===== config.mk =====
export PLATFORM = sky130hd
export DESIGN_NAME = window_median_select
export DESIGN_NICKNAME = d
export VERILOG_FILES = /design/src/design/wms_pkg.sv /design/src/design/window_median_select.sv /design/src/design/wms_datapath.sv /design/src/design/wms_ctrl.sv
export SDC_FILE = /design/constraint.sdc
export NUM_CORES = 1
export LEC_CHECK = 0
export ABC_AREA = 1
export BUFFER_PORTS_ARGS = -buffer_cell sky130_fd_sc_hd__buf_2
export CAP_MARGIN = 20
export CORE_MARGIN = 5
export CORE_UTILIZATION = 30
export DETAILED_ROUTE_END_ITERATION = 6
export PLACE_DENSITY = 0.5
export RECOVER_POWER = 100
export SLEW_MARGIN = 10
export SYNTH_ARGS = -nofsm -noshare
export SYNTH_HDL_FRONTEND = slang
export SYNTH_HIERARCHICAL = 1
export SYNTH_SLANG_ARGS = --single-unit

===== constraint.sdc =====
create_clock -name aclk -period 5.17 [get_ports aclk]
set_input_delay 1.034 -clock aclk [delete_from_list [all_inputs] [get_ports aclk]]
set_output_delay 1.034 -clock aclk [all_outputs]
set_load 0.02 [all_outputs]

===== src/design/wms_pkg.sv =====
// Shared constants and controller/datapath interface types for the window median block.
package wms_pkg;

    localparam int MAX_WINDOW_DEF  = 64;
    localparam int SAMPLE_BITS_DEF = 8;
    localparam int PIX_W           = 8;

    typedef struct packed {
        logic load;        // latch input word, start insertion
        logic drop;        // store full: mark overflow
        logic rd_prev;     // read entry below insertion point
        logic wr_shift;    // move read entry up one slot, step down
        logic wr_sample;   // place sample at insertion point
        logic rd_mid;      // read middle entry
        logic emit;        // load output register, clear window
    } wms_cmd_t;

    typedef struct packed {
        logic full;        // fill count at capacity
        logic pos_zero;    // insertion point at bottom of store
        logic greater;     // read entry above the new sample
        logic last;        // current sample closes the window
    } wms_sts_t;

endpackage


===== src/design/window_median_select.sv =====
// Top level: window median selector built from a sequencer and a sorted-store datapath.
//
//   channel | ports                          | direction | carries
//   --------+--------------------------------+-----------+-------------------------------
//   input   | s_valid s_ready s_sample s_last | in        | one window sample per word
//   result  | m_valid m_ready m_median m_overflow | out   | median of a closed window
//
// Insertion: a sample that moves k stored entries up takes one store read
//   and one store write per entry, walking down from the top of the window;
//   a sample dropped at capacity only marks overflow.
//   A word marked last adds a middle-entry read.
// Reset: aresetn is synchronous, active low; it empties the window and
//   drops any pending result. Store contents are not cleared.
// Stalls: the result sits in an output register, so new samples are taken
//   while it waits; only a second median waits for m_ready.
module window_median_select #(
    parameter int MAX_WINDOW  = wms_pkg::MAX_WINDOW_DEF,
    parameter int SAMPLE_BITS = wms_pkg::SAMPLE_BITS_DEF
) (
    input  logic                        aclk,
    input  logic                        aresetn,
    input  logic                        s_valid,
    output logic                        s_ready,
    input  logic [wms_pkg::PIX_W-1:0]   s_sample,
    input  logic                        s_last,
    output logic                        m_valid,
    input  logic                        m_ready,
    output logic [wms_pkg::PIX_W-1:0]   m_median,
    output logic                        m_overflow
);
    import wms_pkg::*;

    // command/status between sequencer and datapath
    wms_cmd_t cmd;
    wms_sts_t sts;

    wms_ctrl u_ctrl (
        .aclk    (aclk),
        .aresetn (aresetn),
        .s_valid (s_valid),
        .s_ready (s_ready),
        .m_valid (m_valid),
        .m_ready (m_ready),
        .sts     (sts),
        .cmd     (cmd)
    );

    // sorted store holds the window in ascending order; the median is
    // the entry at index count/2 (upper middle for even windows)
    wms_datapath #(
        .MAX_WINDOW  (MAX_WINDOW),
        .SAMPLE_BITS (SAMPLE_BITS)
    ) u_dp (
        .aclk       (aclk),
        .aresetn    (aresetn),
        .s_sample   (s_sample),
        .s_last     (s_last),
        .cmd        (cmd),
        .sts        (sts),
        .m_median   (m_median),
        .m_overflow (m_overflow)
    );

endmodule


===== src/design/wms_datapath.sv =====
// Sorted sample store, insertion pointer, fill count and result register.
module wms_datapath #(
    parameter int MAX_WINDOW  = wms_pkg::MAX_WINDOW_DEF,
    parameter int SAMPLE_BITS = wms_pkg::SAMPLE_BITS_DEF
) (
    input  logic                        aclk,
    input  logic                        aresetn,
    input  logic [wms_pkg::PIX_W-1:0]   s_sample,
    input  logic                        s_last,
    input  wms_pkg::wms_cmd_t           cmd,
    output wms_pkg::wms_sts_t           sts,
    output logic [wms_pkg::PIX_W-1:0]   m_median,
    output logic                        m_overflow
);
    import wms_pkg::*;

    localparam int CNT_W  = $clog2(MAX_WINDOW + 1);
    localparam int ADDR_W = (MAX_WINDOW > 1) ? $clog2(MAX_WINDOW) : 1;

    logic [SAMPLE_BITS-1:0] store_mem [MAX_WINDOW];

    logic [SAMPLE_BITS-1:0] sample_reg;
    logic                   last_reg;
    logic [CNT_W-1:0]       pos_reg;
    logic [CNT_W-1:0]       fill_count_reg;
    logic [CNT_W-1:0]       fill_count_next;
    logic                   dropped_reg;
    logic                   dropped_next;
    logic [SAMPLE_BITS-1:0] rdata_reg;
    logic [PIX_W-1:0]       median_reg;
    logic                   overflow_reg;

    logic [CNT_W-1:0]       pos_prev;
    logic [CNT_W-1:0]       mid;
    logic [ADDR_W-1:0]      rd_addr;
    logic [ADDR_W-1:0]      wr_addr;
    logic [SAMPLE_BITS-1:0] wr_data;

    assign pos_prev = pos_reg - CNT_W'(1);
    assign mid      = fill_count_reg >> 1;
    assign rd_addr  = cmd.rd_mid ? mid[ADDR_W-1:0] : pos_prev[ADDR_W-1:0];
    assign wr_addr  = pos_reg[ADDR_W-1:0];
    assign wr_data  = cmd.wr_shift ? rdata_reg : sample_reg;

    // store: one write port, one read port with registered data
    always_ff @(posedge aclk) begin
        if (cmd.wr_shift || cmd.wr_sample) begin
            store_mem[wr_addr] <= wr_data;
        end
        if (cmd.rd_prev || cmd.rd_mid) begin
            rdata_reg <= store_mem[rd_addr];
        end
    end

    always_ff @(posedge aclk) begin
        if (cmd.load) begin
            sample_reg <= SAMPLE_BITS'(s_sample);
            last_reg   <= s_last;
            pos_reg    <= fill_count_reg;
        end else if (cmd.wr_shift) begin
            pos_reg    <= pos_prev;
        end
        if (cmd.emit) begin
            median_reg   <= PIX_W'(rdata_reg);
            overflow_reg <= dropped_reg;
        end
    end

    always_comb begin
        fill_count_next = fill_count_reg;
        dropped_next    = dropped_reg;
        if (cmd.wr_sample) begin
            fill_count_next = fill_count_reg + CNT_W'(1);
        end
        if (cmd.drop) begin
            dropped_next = 1'b1;
        end
        if (cmd.emit) begin
            fill_count_next = '0;
            dropped_next    = 1'b0;
        end
    end

    always_ff @(posedge aclk) begin
        if (!aresetn) begin
            fill_count_reg <= '0;
            dropped_reg    <= 1'b0;
        end else begin
            fill_count_reg <= fill_count_next;
            dropped_reg    <= dropped_next;
        end
    end

    assign sts.full     = (fill_count_reg == CNT_W'(MAX_WINDOW));
    assign sts.pos_zero = (pos_reg == '0);
    assign sts.greater  = (rdata_reg > sample_reg);
    assign sts.last     = last_reg;

    assign m_median   = median_reg;
    assign m_overflow = overflow_reg;

endmodule


===== src/design/wms_ctrl.sv =====
// Sequencer for insertion, median read and result handshake.
module wms_ctrl (
    input  logic                aclk,
    input  logic                aresetn,
    input  logic                s_valid,
    output logic                s_ready,
    output logic                m_valid,
    input  logic                m_ready,
    input  wms_pkg::wms_sts_t   sts,
    output wms_pkg::wms_cmd_t   cmd
);
    import wms_pkg::*;

    localparam logic [2:0] ST_IDLE = 3'd0;
    localparam logic [2:0] ST_CHK  = 3'd1;
    localparam logic [2:0] ST_CMP  = 3'd2;
    localparam logic [2:0] ST_FIN  = 3'd3;
    localparam logic [2:0] ST_MED  = 3'd4;

    logic [2:0] state_reg;
    logic [2:0] state_next;
    logic       m_valid_reg;
    logic       m_valid_next;
    logic       out_free;

    assign out_free = !m_valid_reg || m_ready;
    assign s_ready  = (state_reg == ST_IDLE);
    assign m_valid  = m_valid_reg;

    always_comb begin
        cmd        = '0;
        state_next = state_reg;
        case (state_reg)
            ST_IDLE: begin
                if (s_valid) begin
                    cmd.load   = 1'b1;
                    state_next = ST_CHK;
                end
            end
            ST_CHK: begin
                if (sts.full) begin
                    cmd.drop   = 1'b1;
                    state_next = ST_FIN;
                end else if (sts.pos_zero) begin
                    cmd.wr_sample = 1'b1;
                    state_next    = ST_FIN;
                end else begin
                    cmd.rd_prev = 1'b1;
                    state_next  = ST_CMP;
                end
            end
            ST_CMP: begin
                if (sts.greater) begin
                    cmd.wr_shift = 1'b1;
                    state_next   = ST_CHK;
                end else begin
                    cmd.wr_sample = 1'b1;
                    state_next    = ST_FIN;
                end
            end
            ST_FIN: begin
                if (sts.last) begin
                    cmd.rd_mid = 1'b1;
                    state_next = ST_MED;
                end else begin
                    state_next = ST_IDLE;
                end
            end
            ST_MED: begin
                if (out_free) begin
                    cmd.emit   = 1'b1;
                    state_next = ST_IDLE;
                end
            end
            default: begin
                state_next = ST_IDLE;
            end
        endcase
    end

    always_comb begin
        m_valid_next = m_valid_reg;
        if (cmd.emit) begin
            m_valid_next = 1'b1;
        end else if (m_ready) begin
            m_valid_next = 1'b0;
        end
    end

    always_ff @(posedge aclk) begin
        if (!aresetn) begin
            state_reg   <= ST_IDLE;
            m_valid_reg <= 1'b0;
        end else begin
            state_reg   <= state_next;
            m_valid_reg <= m_valid_next;
        end
    end

endmodule

Word-level counts from Yosys, hierarchy flattened:

Memory sizes are Yosys's and may differ from the RTL's. A register that Yosys moved wholly into a read port is not among the register bits.
Index checks and enable logic that the tools add are counted.

* $add $sub $neg: 2
* order comparisons: 1
* equal/unequal tests: 7
* multiplexer cells: 31
* bitwise operators: 1
* reductions and logical operators: 10

Operators with widths (number)
* 1-bit two-way mux: 20
* 3-bit case mux with 5 select lines: 1
* 7-bit two-way mux: 2
* 3-bit two-way mux: 3
* 8-bit greater-than comparator: 1
* 8-bit two-way mux: 1
* 7-bit by 1-bit adder with 7-bit output (second input constant): 1
* 7-bit == test (second input constant): 1
* 7-bit logical NOT: 1
* 7-bit by 1-bit subtractor with 7-bit output (second input constant): 1
* 3-bit by 2-bit == test with 1-bit output (second input constant): 2
* 6-bit two-way mux: 1
* 2-bit two-way mux: 2
* 2-bit nonzero test: 2
* 3-bit by 1-bit == test with 1-bit output (second input constant): 1
* 3-bit == test (second input constant): 1
* 3-bit logical NOT: 1
* 1-bit logical OR: 3
* 2-bit by 1-bit != test with 1-bit output (second input constant): 1
* 2-bit != test (second input constant): 1
* 1-bit case mux with 2 select lines: 1
* 2-bit AND reduction: 1
* 2-bit OR reduction: 1
* 1-bit logical NOT: 1
* 1-bit NOT: 1

* bits in registers: 37
* RAM bits: 512
* bits of input ports: 13
* output and inout bits: 11
* word-level logic and storage cells: 62
* memories kept: 1

Memory list
* u_dp.store_mem: depth 64, width 8, read ports 1, clocked after memory_dff 1, wr ports 1, line wms_datapath.sv:20 `logic [SAMPLE_BITS-1:0] store_mem [MAX_WINDOW];`

Logic depth before layout (Yosys ltp):

Gate-level depths: netlist of run 1.

* word-level depth: 7
* depth in mapped cells: 16
* depth with buffers taken out: 14

Modules after synthesis:

The synthesis of run 1 kept the hierarchy.

Modules (own cells, without submodules)
* wms_datapath: times used 1, cells each 2426, area each 24664.9 um2, sequential area each 16525.8 um2
* wms_ctrl: times used 1, cells each 42, area each 264.0 um2, sequential area each 80.1 um2

Worst setup path after synthesis of run 1:

OpenSTA, ideal clock, no wires.

* kind: reg2reg
* from: register u_dp.rdata_reg[3], read port of u_dp.store_mem
* to: memory u_dp/store_mem[0][0] (netlist name) (data pin)
* library setup time: 0.702 ns
* data arrival time: 4.067 ns
* data required time: 4.468 ns
* setup slack: 0.401 ns
* stages on the path, launching flop included: 10
* path buffers: 0
* period minus slack after synthesis: 4.769 ns
* path through: edfxtp_1 -> ha_1 -> nand2_1 -> o21ai_0 -> nand2_1 -> a21oi_1 -> inv_1 -> nor2_1 -> inv_1 -> o21ai_0

RTL lines
* from (decl): line wms_datapath.sv:29 `logic [SAMPLE_BITS-1:0] rdata_reg;`
* to (decl): line wms_datapath.sv:20

==> results of run 1 <==
-- worst max-delay path, stage by stage, from the launching register on --
cell and delay, ps:
dfxtp_1 390, inv_1 110, nand4_1 110, inv_1 280
inv_1 380, nand2_2 130, nand2_4 1120, clkbuf_2 600
nand2_1 90, nand3_1 100, nand3_1 90, nand3_1 200
nand3_1 120, nand3_1 200, nand2_1 130
-- cells by family after synthesis --
| family | Yosys count |
|---|---|
| flops | 557 |
| fa+ha+maj | 12 |
| simple gates | 1229 |
| compound gates | 34 |
| buf+inv | 634 |
| xor+xnor | 2 |
-- layer usage --
metal,wire [um],vias up,track usage [%]
met4,2135,0,4.979
met3,4188,110,2.170
met1,29950,8338,20.23
li1,-,8014,-
met2,32500,548,25.23
met5,0,-,0
-- how the worst max path moves through the flow --
stage                     cells past startpoint  slack, ps                              end                              from
after global placement                       11       1050   u_dp/store_mem[0][5]$_DFFE_PP_      u_dp/sample_reg[5]$_DFFE_PP_
after CTS                                    11        880  u_dp/store_mem[56][3]$_DFFE_PP_      u_dp/sample_reg[5]$_DFFE_PP_
final                                        14        580      u_dp/rdata_reg[0]$_DFFE_PP_  u_ctrl/state_reg[2]$_SDFFE_PN0P_
after detailed placement                     11        950   u_dp/store_mem[0][7]$_DFFE_PP_      u_dp/sample_reg[5]$_DFFE_PP_
after global routing                         14        320      u_dp/rdata_reg[0]$_DFFE_PP_  u_ctrl/state_reg[2]$_SDFFE_PN0P_
after floorplan                               9        400   u_dp/store_mem[0][0]$_DFFE_PP_       u_dp/rdata_reg[3]$_DFFE_PP_
-- power breakdown --
part	internal, W	leakage [nW]	switching (W)
Clock	0.00252	0.957	0.00178
Sequential	0.00518	5.01	0.0000350
Combinational	0.000680	5.55	0.00201
Total	0.00838	11.5	0.00383
-- cell type report --
cell class	count	share of cell area, %
Sequential cell	557	59.10
Timing Repair Buffer	51	1.327
Inverter	521	6.969
Clock buffer	65	5.411
Tap cell	1070	4.765
Antenna cell	1	0.008906
Multi-Input combinational cell	1277	20.75
Clock inverter	47	1.665
-- cell usage in the layout, fill, tap and decap left out, types with 2 or more instances in the layout --
cell type   instances
a21oi_1             8
buf_12              6
buf_2              12
buf_4              13
bufinv_16           8
clkbuf_1           17
clkbuf_16          60
clkbuf_2            7
clkinv_1           18
clkinv_2           12
clkinvlp_4          6
dfxtp_1            12
edfxtp_1          545
ha_1               12
inv_1             516
inv_2               4
nand2_1           557
nand2_2             4
nand2_4             2
nand3_1           538
nand3b_1            8
nand4_1             2
nor2_1             94
nor3_1             14
nor3_2              2
nor3b_1             4
o21ai_0            15
o21ai_1             2
o21ai_2             2
o21ai_4             6
or2_2               2
xnor2_1             2
-- stage by stage --
step / total power [W] / hold slack (ps) / instances / cell area, um^2
2_1_floorplan: 0.006995 / 409.0 / 2468 / 24930
3_3_place_gp: 0.007962 / 418.1 / 3474 / 26200
3_5_place_dp: 0.007981 / 432.0 / 3475 / 26210
4_1_cts: 0.01230 / 443.7 / 3587 / 28200
5_1_grt: 0.01273 / 448.6 / 3588 / 28090
6_report: 0.01220 / 435.9 / 3589 / 28100
==> impl_metrics.yaml, run 1 <==
outcome:
  status: "complete, but fails checks"
  violations: "max-capacitance violations, max-slew violations"
yosys:
  synth_top_family_by_area: "simple AND/OR/NAND/NOR gates"
  synth.distinct_cells: 29
  synth_commonest_cells: "nand2_1 (558), edfxtp_1 (545), nand3_1 (538), inv_1 (513), nor2_1 (91)"
  synth_edf_count: 545
  synth-compound-area-share_pct: 0.7679
  synth-simple-area-share_pct: 21.71
  yosysTopAreaCellShare_pct: 65.65
  synth_most_common_cell: "nand2_1"
  synth_area_leaders: "edfxtp_1 (66%), nand3_1 (11%), nand2_1 (8.4%)"
  synth_flop_cell: "edfxtp_1"
  ys_warn_count: 6
  muxShareOfSynthArea_pct: 0
  ys_seq_elements: 557
  synth_top_area_cell: "edfxtp_1"
  synth_area_um2: 24930
  postSynth.asyncResetShare_pct: 0
  yosys.area_share.adder_pct: 0.6023
  synthCells: 2468
  synthXorXnorAreaFrac_pct: 0.07027
  synth_nets: 2493
  seq_area_frac_synth_pct: 66.61
  syn_avg_cell_area_um2: 10.10
cells_and_area:
  nNetsFinal: 2492
  largest_reg_flops: 512
  area_growth_pct: 12.71
  final_core_util_pct: 34.16
  multi_input_area_um2: 5831
  largest_register: "u_dp/store_mem"
  ff_latch_area_um2: 16610
  fillers: 8310
  drive_gt1_share_pct: 6.037
place:
  dpl.hpwl_um: 40930
  portBuffers: 23
  place.gp.congestion: 0.8658
  dp_slack_ps: 950.6
sta:
  tightest_slew_ps: 2693
  clock.fmax_mhz: 218.0
  layout_setup_ws_ps: 583.2
  hold_viol: 0
  timing.final.crit_share_pct: 88.72
  tns_ps: 0
  post-route-min-period_ps: 4587
  rsz0062_at_grt: "no"
  setup_viol: 0
  finalMaxSlewViolations: 581
  slew_headroom_pct: -81.44
  fin_worst_skew_ps: 42.51
drt:
  firstDrtPassIters: 5
  drt_iter0_markers: 1898
  dr_total_vias: 17010
  wl_per_cell_um: 19.16
  vias_per_cell: 4.739
  drc: 0
  ant_nets: 0
  drt_wl_total_um: 68780
floorplanning:
  core-area_um2: 82240
  initial_core_util_pct: 30.31
  die_w_um: 298.3
  dieArea_um2: 88960
  ios: 24
  die_h_um: 298.3
  rows: 105
global_routing:
  grt.total_usage_pct: 15.07
  grt_max_degree: 159
  grt_overflow_total: 0
  antenna_found_initial: 0
  grt_pass1_vias: 16800
  grt_pass1_wl_um: 102900
critical_path:
  start_kind: "register"
  path_class: "register to register"
  cp.arrival_ps: 4940
  rrSetupSlack_ps: 580
  cp_data_required_time_ps: 5520
  crit_path_end_kind: "register"
  rr_worst_depth: 14
  rr_startpoint: "u_ctrl/state_reg[2]$_SDFFE_PN0P_"
  path_max_fanout: 158
  worstReg2RegEnd: "u_dp/rdata_reg[0]$_DFFE_PP_"
clock_network:
  cts-root-buf: "clkbuf_16"
  cts_buffers: 59
  clkSinkCount: 557
  clk_path_buf_depth: 3
  cts_setup_buffers: 0
  h-tree-depth: 2
  cts_tree: "built"
  cts_resized: 0
  clk_pin_slew_ps: 60
  clk-insertion-delay-late_ps: 630
  holdBufCountCts: 0
run:
  drv_cap: 9
hold_path:
  hold_path_end: "u_dp/m_overflow$_DFFE_PP_"
  hp-class: "register to register"
  hp-start: "u_dp/dropped_reg$_SDFFE_PP0P_"
  whs_path_depth: 0
pwr:
  p_leak_nw: 11.51
  power.density_nw_per_um2: 434.4
  ir_drop_uv: 288.5
Note: power is estimated with default switching activity, not from simulation.
==> run 2: changes to the inputs <==
==> constraint.sdc (replaced) <==
create_clock -name aclk -period 5.17 [get_ports aclk]
set_input_delay 0.517 -clock aclk [delete_from_list [all_inputs] [get_ports aclk]]
set_output_delay 0.517 -clock aclk [all_outputs]
set_load 0.02 [all_outputs]
==> run 2 against run 1 <==
Against the previous run: the flow still finishes with violations (max-capacitance violations, max-slew violations); combinational power barely moved; final cell count did not move; first-iteration DRC count did not move; sequential power barely moved; die area did not move.
==> impl_metrics.yaml, run 2 (synthesized netlist as in run 1, its figures left out) <==
drt:
  drt_wl_total_um: 68760
  dr_total_vias: 16980
  drt_iter0_markers: 1898
  drc: 0
  wl_per_cell_um: 19.16
  vias_per_cell: 4.732
  firstDrtPassIters: 5
  ant_nets: 0
clock_network:
  clk_path_buf_depth: 3
  cts_resized: 0
  h-tree-depth: 2
  cts_buffers: 59
  cts_setup_buffers: 0
  clk-insertion-delay-late_ps: 630
  holdBufCountCts: 0
  clkSinkCount: 557
  clk_pin_slew_ps: 60
  cts_tree: "built"
  cts-root-buf: "clkbuf_16"
sta:
  post-route-min-period_ps: 4591
  fin_worst_skew_ps: 42.42
  finalMaxSlewViolations: 581
  tightest_slew_ps: 2694
  setup_viol: 0
  hold_viol: 0
  timing.final.crit_share_pct: 88.79
  tns_ps: 0
  rsz0062_at_grt: "no"
  clock.fmax_mhz: 217.8
  slew_headroom_pct: -81.50
  layout_setup_ws_ps: 579.5
cells_and_area:
  fillers: 8308
  largest_reg_flops: 512
  final_common_cell: "nand2_1"
  final_cell_mix: "nand2_1 (557), edfxtp_1 (545), nand3_1 (538), inv_1 (516), nor2_1 (93)"
  largest_register: "u_dp/store_mem"
  drive_gt1_share_pct: 6.076
  nNetsFinal: 2492
  ff_latch_area_um2: 16610
  multi_input_area_um2: 5838
  area_growth_pct: 12.74
critical_path:
  critical-path-max-stage-delay_ps: 1120
  worst_path_most_repeated_cell: "nand3_1"
  path_max_fanout: 158
  cp.arrival_ps: 4940
  path_class: "register to register"
  cp_data_required_time_ps: 5520
  start_kind: "register"
  rrSetupSlack_ps: 580
  path_delay_family: "simple AND/OR/NAND/NOR gates"
  crit_path_end_kind: "register"
  timing.critical_path.slowest_stage_cell: "nand2_4"
  worstPathCellList: "inv_1, nand4_1, inv_1, inv_1, nand2_2, nand2_4, clkbuf_2, nand2_1, nand3_1, nand3_1, nand3_1, nand3_1, nand3_1, nand2_1"
  crit_buf_inv: 4
pwr:
  ir_drop_uv: 288.3
  p_leak_nw: 11.51
  power.density_nw_per_um2: 434.2
floorplanning:
  initial_core_util_pct: 30.31
  rows: 105
  dieArea_um2: 88960
  die_h_um: 298.3
  die_w_um: 298.3
  core-area_um2: 82240
  ios: 24
global_routing:
  grt_overflow_total: 0
  antenna_found_initial: 0
  grt.total_usage_pct: 15.07
  grt_max_degree: 159
  grt_pass1_wl_um: 102900
  grt_pass1_vias: 16800
place:
  portBuffers: 23
  dpl.hpwl_um: 40930
  dp_slack_ps: 950.6
  place.gp.congestion: 0.8658
outcome:
  status: "complete, but fails checks"
  violations: "max-capacitance violations, max-slew violations"
run:
  drv_cap: 9
hold_path:
  hp-class: "input pin to register"
-- run 2: cell counts in the layout (fill, tap and decap cells not counted) --
No cell type changed its count.
-- run 2: final cells by class --
class                           count  share of cell area (%)
Sequential cell                   557                   59.09
Multi-Input combinational cell   1277                   20.77
Inverter                          521                   6.967
Clock buffer                       65                   5.409
Tap cell                         1070                   4.764
Clock inverter                     47                   1.665
Timing Repair Buffer               51                   1.327
Antenna cell                        1                0.008904
-- run 2: routing by layer --
metal  up-vias  wire [um]  part of all wire [%]  track usage [%]
li1       8012          -                     -                -
met4         0       2132                   3.1            4.979
met1      8332      29970                    44            20.23
met2       526      32490                    47            25.23
met5         -          0                     0                0
met3       112       4169                   6.1            2.170
-- run 2: report_power, final --
group | switching (W) | total, W | internal, W | leakage, nW
Sequential | 0.0000349 | 0.00522 | 0.00518 | 5.01
Clock | 0.00178 | 0.00430 | 0.00252 | 0.957
Combinational | 0.00201 | 0.00269 | 0.000680 | 5.55
Total | 0.00382 | 0.0122 | 0.00838 | 11.5
-- run 2: worst reg2reg max path, cell delays in order, from the launching register on --
cell,delay (ps)
dfxtp_1,390
inv_1,110
nand4_1,110
inv_1,280
inv_1,380
nand2_2,140
nand2_4,1120
clkbuf_2,830
nand2_1,100
nand3_1,100
nand3_1,90
nand3_1,200
nand3_1,120
nand3_1,200
nand2_1,140
-- run 2: through the flow --
step	util [%]	hold WS (ps)	std cells	area (um^2)	total power, W
CTS	34.29	12.52	3587	28200	0.01230
finish	34.17	57.30	3589	28100	0.01220
global placement	31.86	418.1	3474	26200	0.007962
floorplan	-	409.0	2468	24930	0.006995
detailed placement	31.87	432.0	3475	26210	0.007981
global route	34.17	20.44	3588	28100	0.01273
-- run 2: worst paths after layout --
path,start,to,depth (start not counted)
min reg2reg,u_dp/dropped_reg$_SDFFE_PP0P_,u_dp/m_overflow$_DFFE_PP_,0
max reg2reg,u_ctrl/state_reg[2]$_SDFFE_PN0P_,u_dp/rdata_reg[0]$_DFFE_PP_,14
max,u_ctrl/state_reg[2]$_SDFFE_PN0P_,u_dp/rdata_reg[0]$_DFFE_PP_,14
min,s_sample[2],u_dp/sample_reg[2]$_DFFE_PP_,1
==> run 3: changes to the inputs <==
REMOVE_ABC_BUFFERS = 1   (was unset)
==> run 3 against run 2 <==
Against the previous run: the run still ends with max-capacitance violations, max-slew violations left; sequential power barely moved; maximum frequency rose by 8.8%; flip-flop and latch count did not move; die area did not move; power fell by 1.9%; sequential share of layout area rose by 0.23 points; highest routed layer unchanged; design area fell by 0.39%; combinational power barely moved; first-iteration DRC count fell by 21%; clock power fell by 5%; non-clock buffer count rose by 3; worst hold slack barely moved.
==> impl_metrics.yaml, run 3 (synthesized netlist as in run 1, its figures left out) <==
drt:
  dr_total_vias: 17030
  firstDrtPassIters: 6
  drt_iter0_markers: 1501
  ant_nets: 0
  vias_per_cell: 4.744
  drt_wl_total_um: 68680
  wl_per_cell_um: 19.13
  drc: 0
cells_and_area:
  final_common_cell: "nand2_1"
  diodes: 0
  nNetsFinal: 2497
  final_cell_mix: "nand2_1 (558), edfxtp_1 (545), nand3_1 (538), inv_1 (515), nor2_1 (92)"
  fillers: 8312
  drive_gt1_share_pct: 6.032
  largest_register: "u_dp/store_mem"
  largest_reg_flops: 512
  area_growth_pct: 12.30
  fin_area_um2: 27990
clock_network:
  clk_path_buf_depth: 3
  cts_buffers: 61
  clk_pin_slew_ps: 60
  clk-insertion-delay-late_ps: 630
  cts_setup_buffers: 0
  h-tree-depth: 2
  cts_tree: "built"
  clkSinkCount: 557
  cts_resized: 0
  holdBufCountCts: 0
  cts-root-buf: "clkbuf_16"
critical_path:
  worst_path_most_repeated_cell: "nand3_1"
  cp_data_required_time_ps: 5530
  rrSetupSlack_ps: 950
  critical-path-max-stage-delay_ps: 1090
  crit_path_end_kind: "register"
  path_max_fanout: 117
  worstPathCellList: "inv_1, nand4_1, inv_1, nand2_1, nand2_4, buf_12, nand2_1, nand3_1, nand3_1, nand3_1, nand3_1, nand3_1, nand2_1"
  path_class: "register to register"
  cp.arrival_ps: 4580
  timing.critical_path.slowest_stage_cell: "nand2_4"
  start_kind: "register"
sta:
  clock.fmax_mhz: 237.0
  timing.final.crit_share_pct: 81.61
  fin_worst_skew_ps: 29.24
  setup_viol: 0
  slew_headroom_pct: -37.59
  layout_setup_ws_ps: 950.8
  post-route-min-period_ps: 4219
  finalMaxSlewViolations: 325
  rsz0062_at_grt: "no"
  hold_viol: 0
  tightest_slew_ps: 2064
  tns_ps: 0
  hold_ws_ps: 57.54
global_routing:
  grt_overflow_total: 0
  grt_pass1_wl_um: 102900
  antenna_found_initial: 1
  grt_max_degree: 118
  grt_pass1_vias: 16530
  grt.total_usage_pct: 15.00
run:
  drv_cap: 5
place:
  dp_slack_ps: 1147
  place.gp.congestion: 0.8270
  placed_area_um2: 26240
  portBuffers: 23
  dpl.hpwl_um: 42080
floorplanning:
  dieArea_um2: 88960
  ios: 24
  initial_core_util_pct: 30.31
  die_w_um: 298.3
  rows: 105
  core-area_um2: 82240
  die_h_um: 298.3
outcome:
  status: "complete, but fails checks"
  violations: "max-capacitance violations, max-slew violations"
pwr:
  p_seq_share_pct: 43.6
  ir_drop_uv: 265.3
  combPwrFrac_pct: 22.2
  p_leak_nw: 11.47
  switching_share_pct: 31.73
  power.density_nw_per_um2: 427.8
  p_int_w: 0.008175
  p_clk_share_pct: 34.3
  p_switching_w: 0.003800
  power.total_w: 0.01198
hold_path:
  hp-class: "input pin to register"
==> run 3: cell types whose count changed in the layout (fill, tap and decap cells not counted), sizes merged <==
cell	previous run	this run
inv	521	522
bufinv	8	3
clkinvlp	6	3
diode	1	0
clkbuf	84	97
clkinv	33	30
buf	32	31
==> run 3: worst max-delay path, delay by kind of cell, from the launching register on <==
family | cells | cell delay (ps)
buffers and inverters | 3 | 970
flip-flops | 1 | 340
AND/OR/NAND/NOR | 10 | 2590
==> run 3: through the flow <==
| stage | utilization (%) | cells |
|---|---|---|
| after floorplan | - | 2355 |
| after global placement | 31.87 | 3477 |
| after detailed placement | 31.90 | 3478 |
| after CTS | 34.18 | 3589 |
| after global routing | 34.04 | 3590 |
| final | 34.04 | 3590 |
==> run 3: area by class of cell <==
type | instances | area (um^2) | area share, %
clock buffer | 74 | 1597 | 5.703
timing repair buffer | 54 | 347.8 | 1.243
sequential | 557 | 16610 | 59.32
inverter | 521 | 1958 | 6.995
clock inverter | 37 | 275.3 | 0.9833
multi-input combinational | 1277 | 5872 | 20.98
tap | 1070 | 1339 | 4.782
==> run 3: routing by layer <==
layer	routed length (um)	vias up	global-route usage, %
met4	1866	0	4.399
met3	3744	117	2.272
met5	0	-	0
met2	32840	512	25.08
met1	30230	8378	20.31
li1	-	8025	-
==> run 3: power groups by stage <==
stage                     Combinational (W)  Clock, W  Sequential, W
after floorplan                     0.00157         0        0.00531
after global placement              0.00267         0        0.00529
after detailed placement            0.00268         0        0.00530
after CTS                           0.00268   0.00422        0.00520
after global routing                0.00286   0.00440        0.00522
final                               0.00266   0.00410        0.00522
==> run 3: final timing paths <==
kind,endpoint,depth (start not counted),from
hold reg to reg,u_dp/m_overflow$_DFFE_PP_,0,u_dp/dropped_reg$_SDFFE_PP0P_
setup reg to reg,u_dp/rdata_reg[3]$_DFFE_PP_,13,u_ctrl/state_reg[2]$_SDFFE_PN0P_
hold / removal,u_dp/sample_reg[2]$_DFFE_PP_,1,s_sample[2]
setup / recovery,u_dp/rdata_reg[3]$_DFFE_PP_,13,u_ctrl/state_reg[2]$_SDFFE_PN0P_
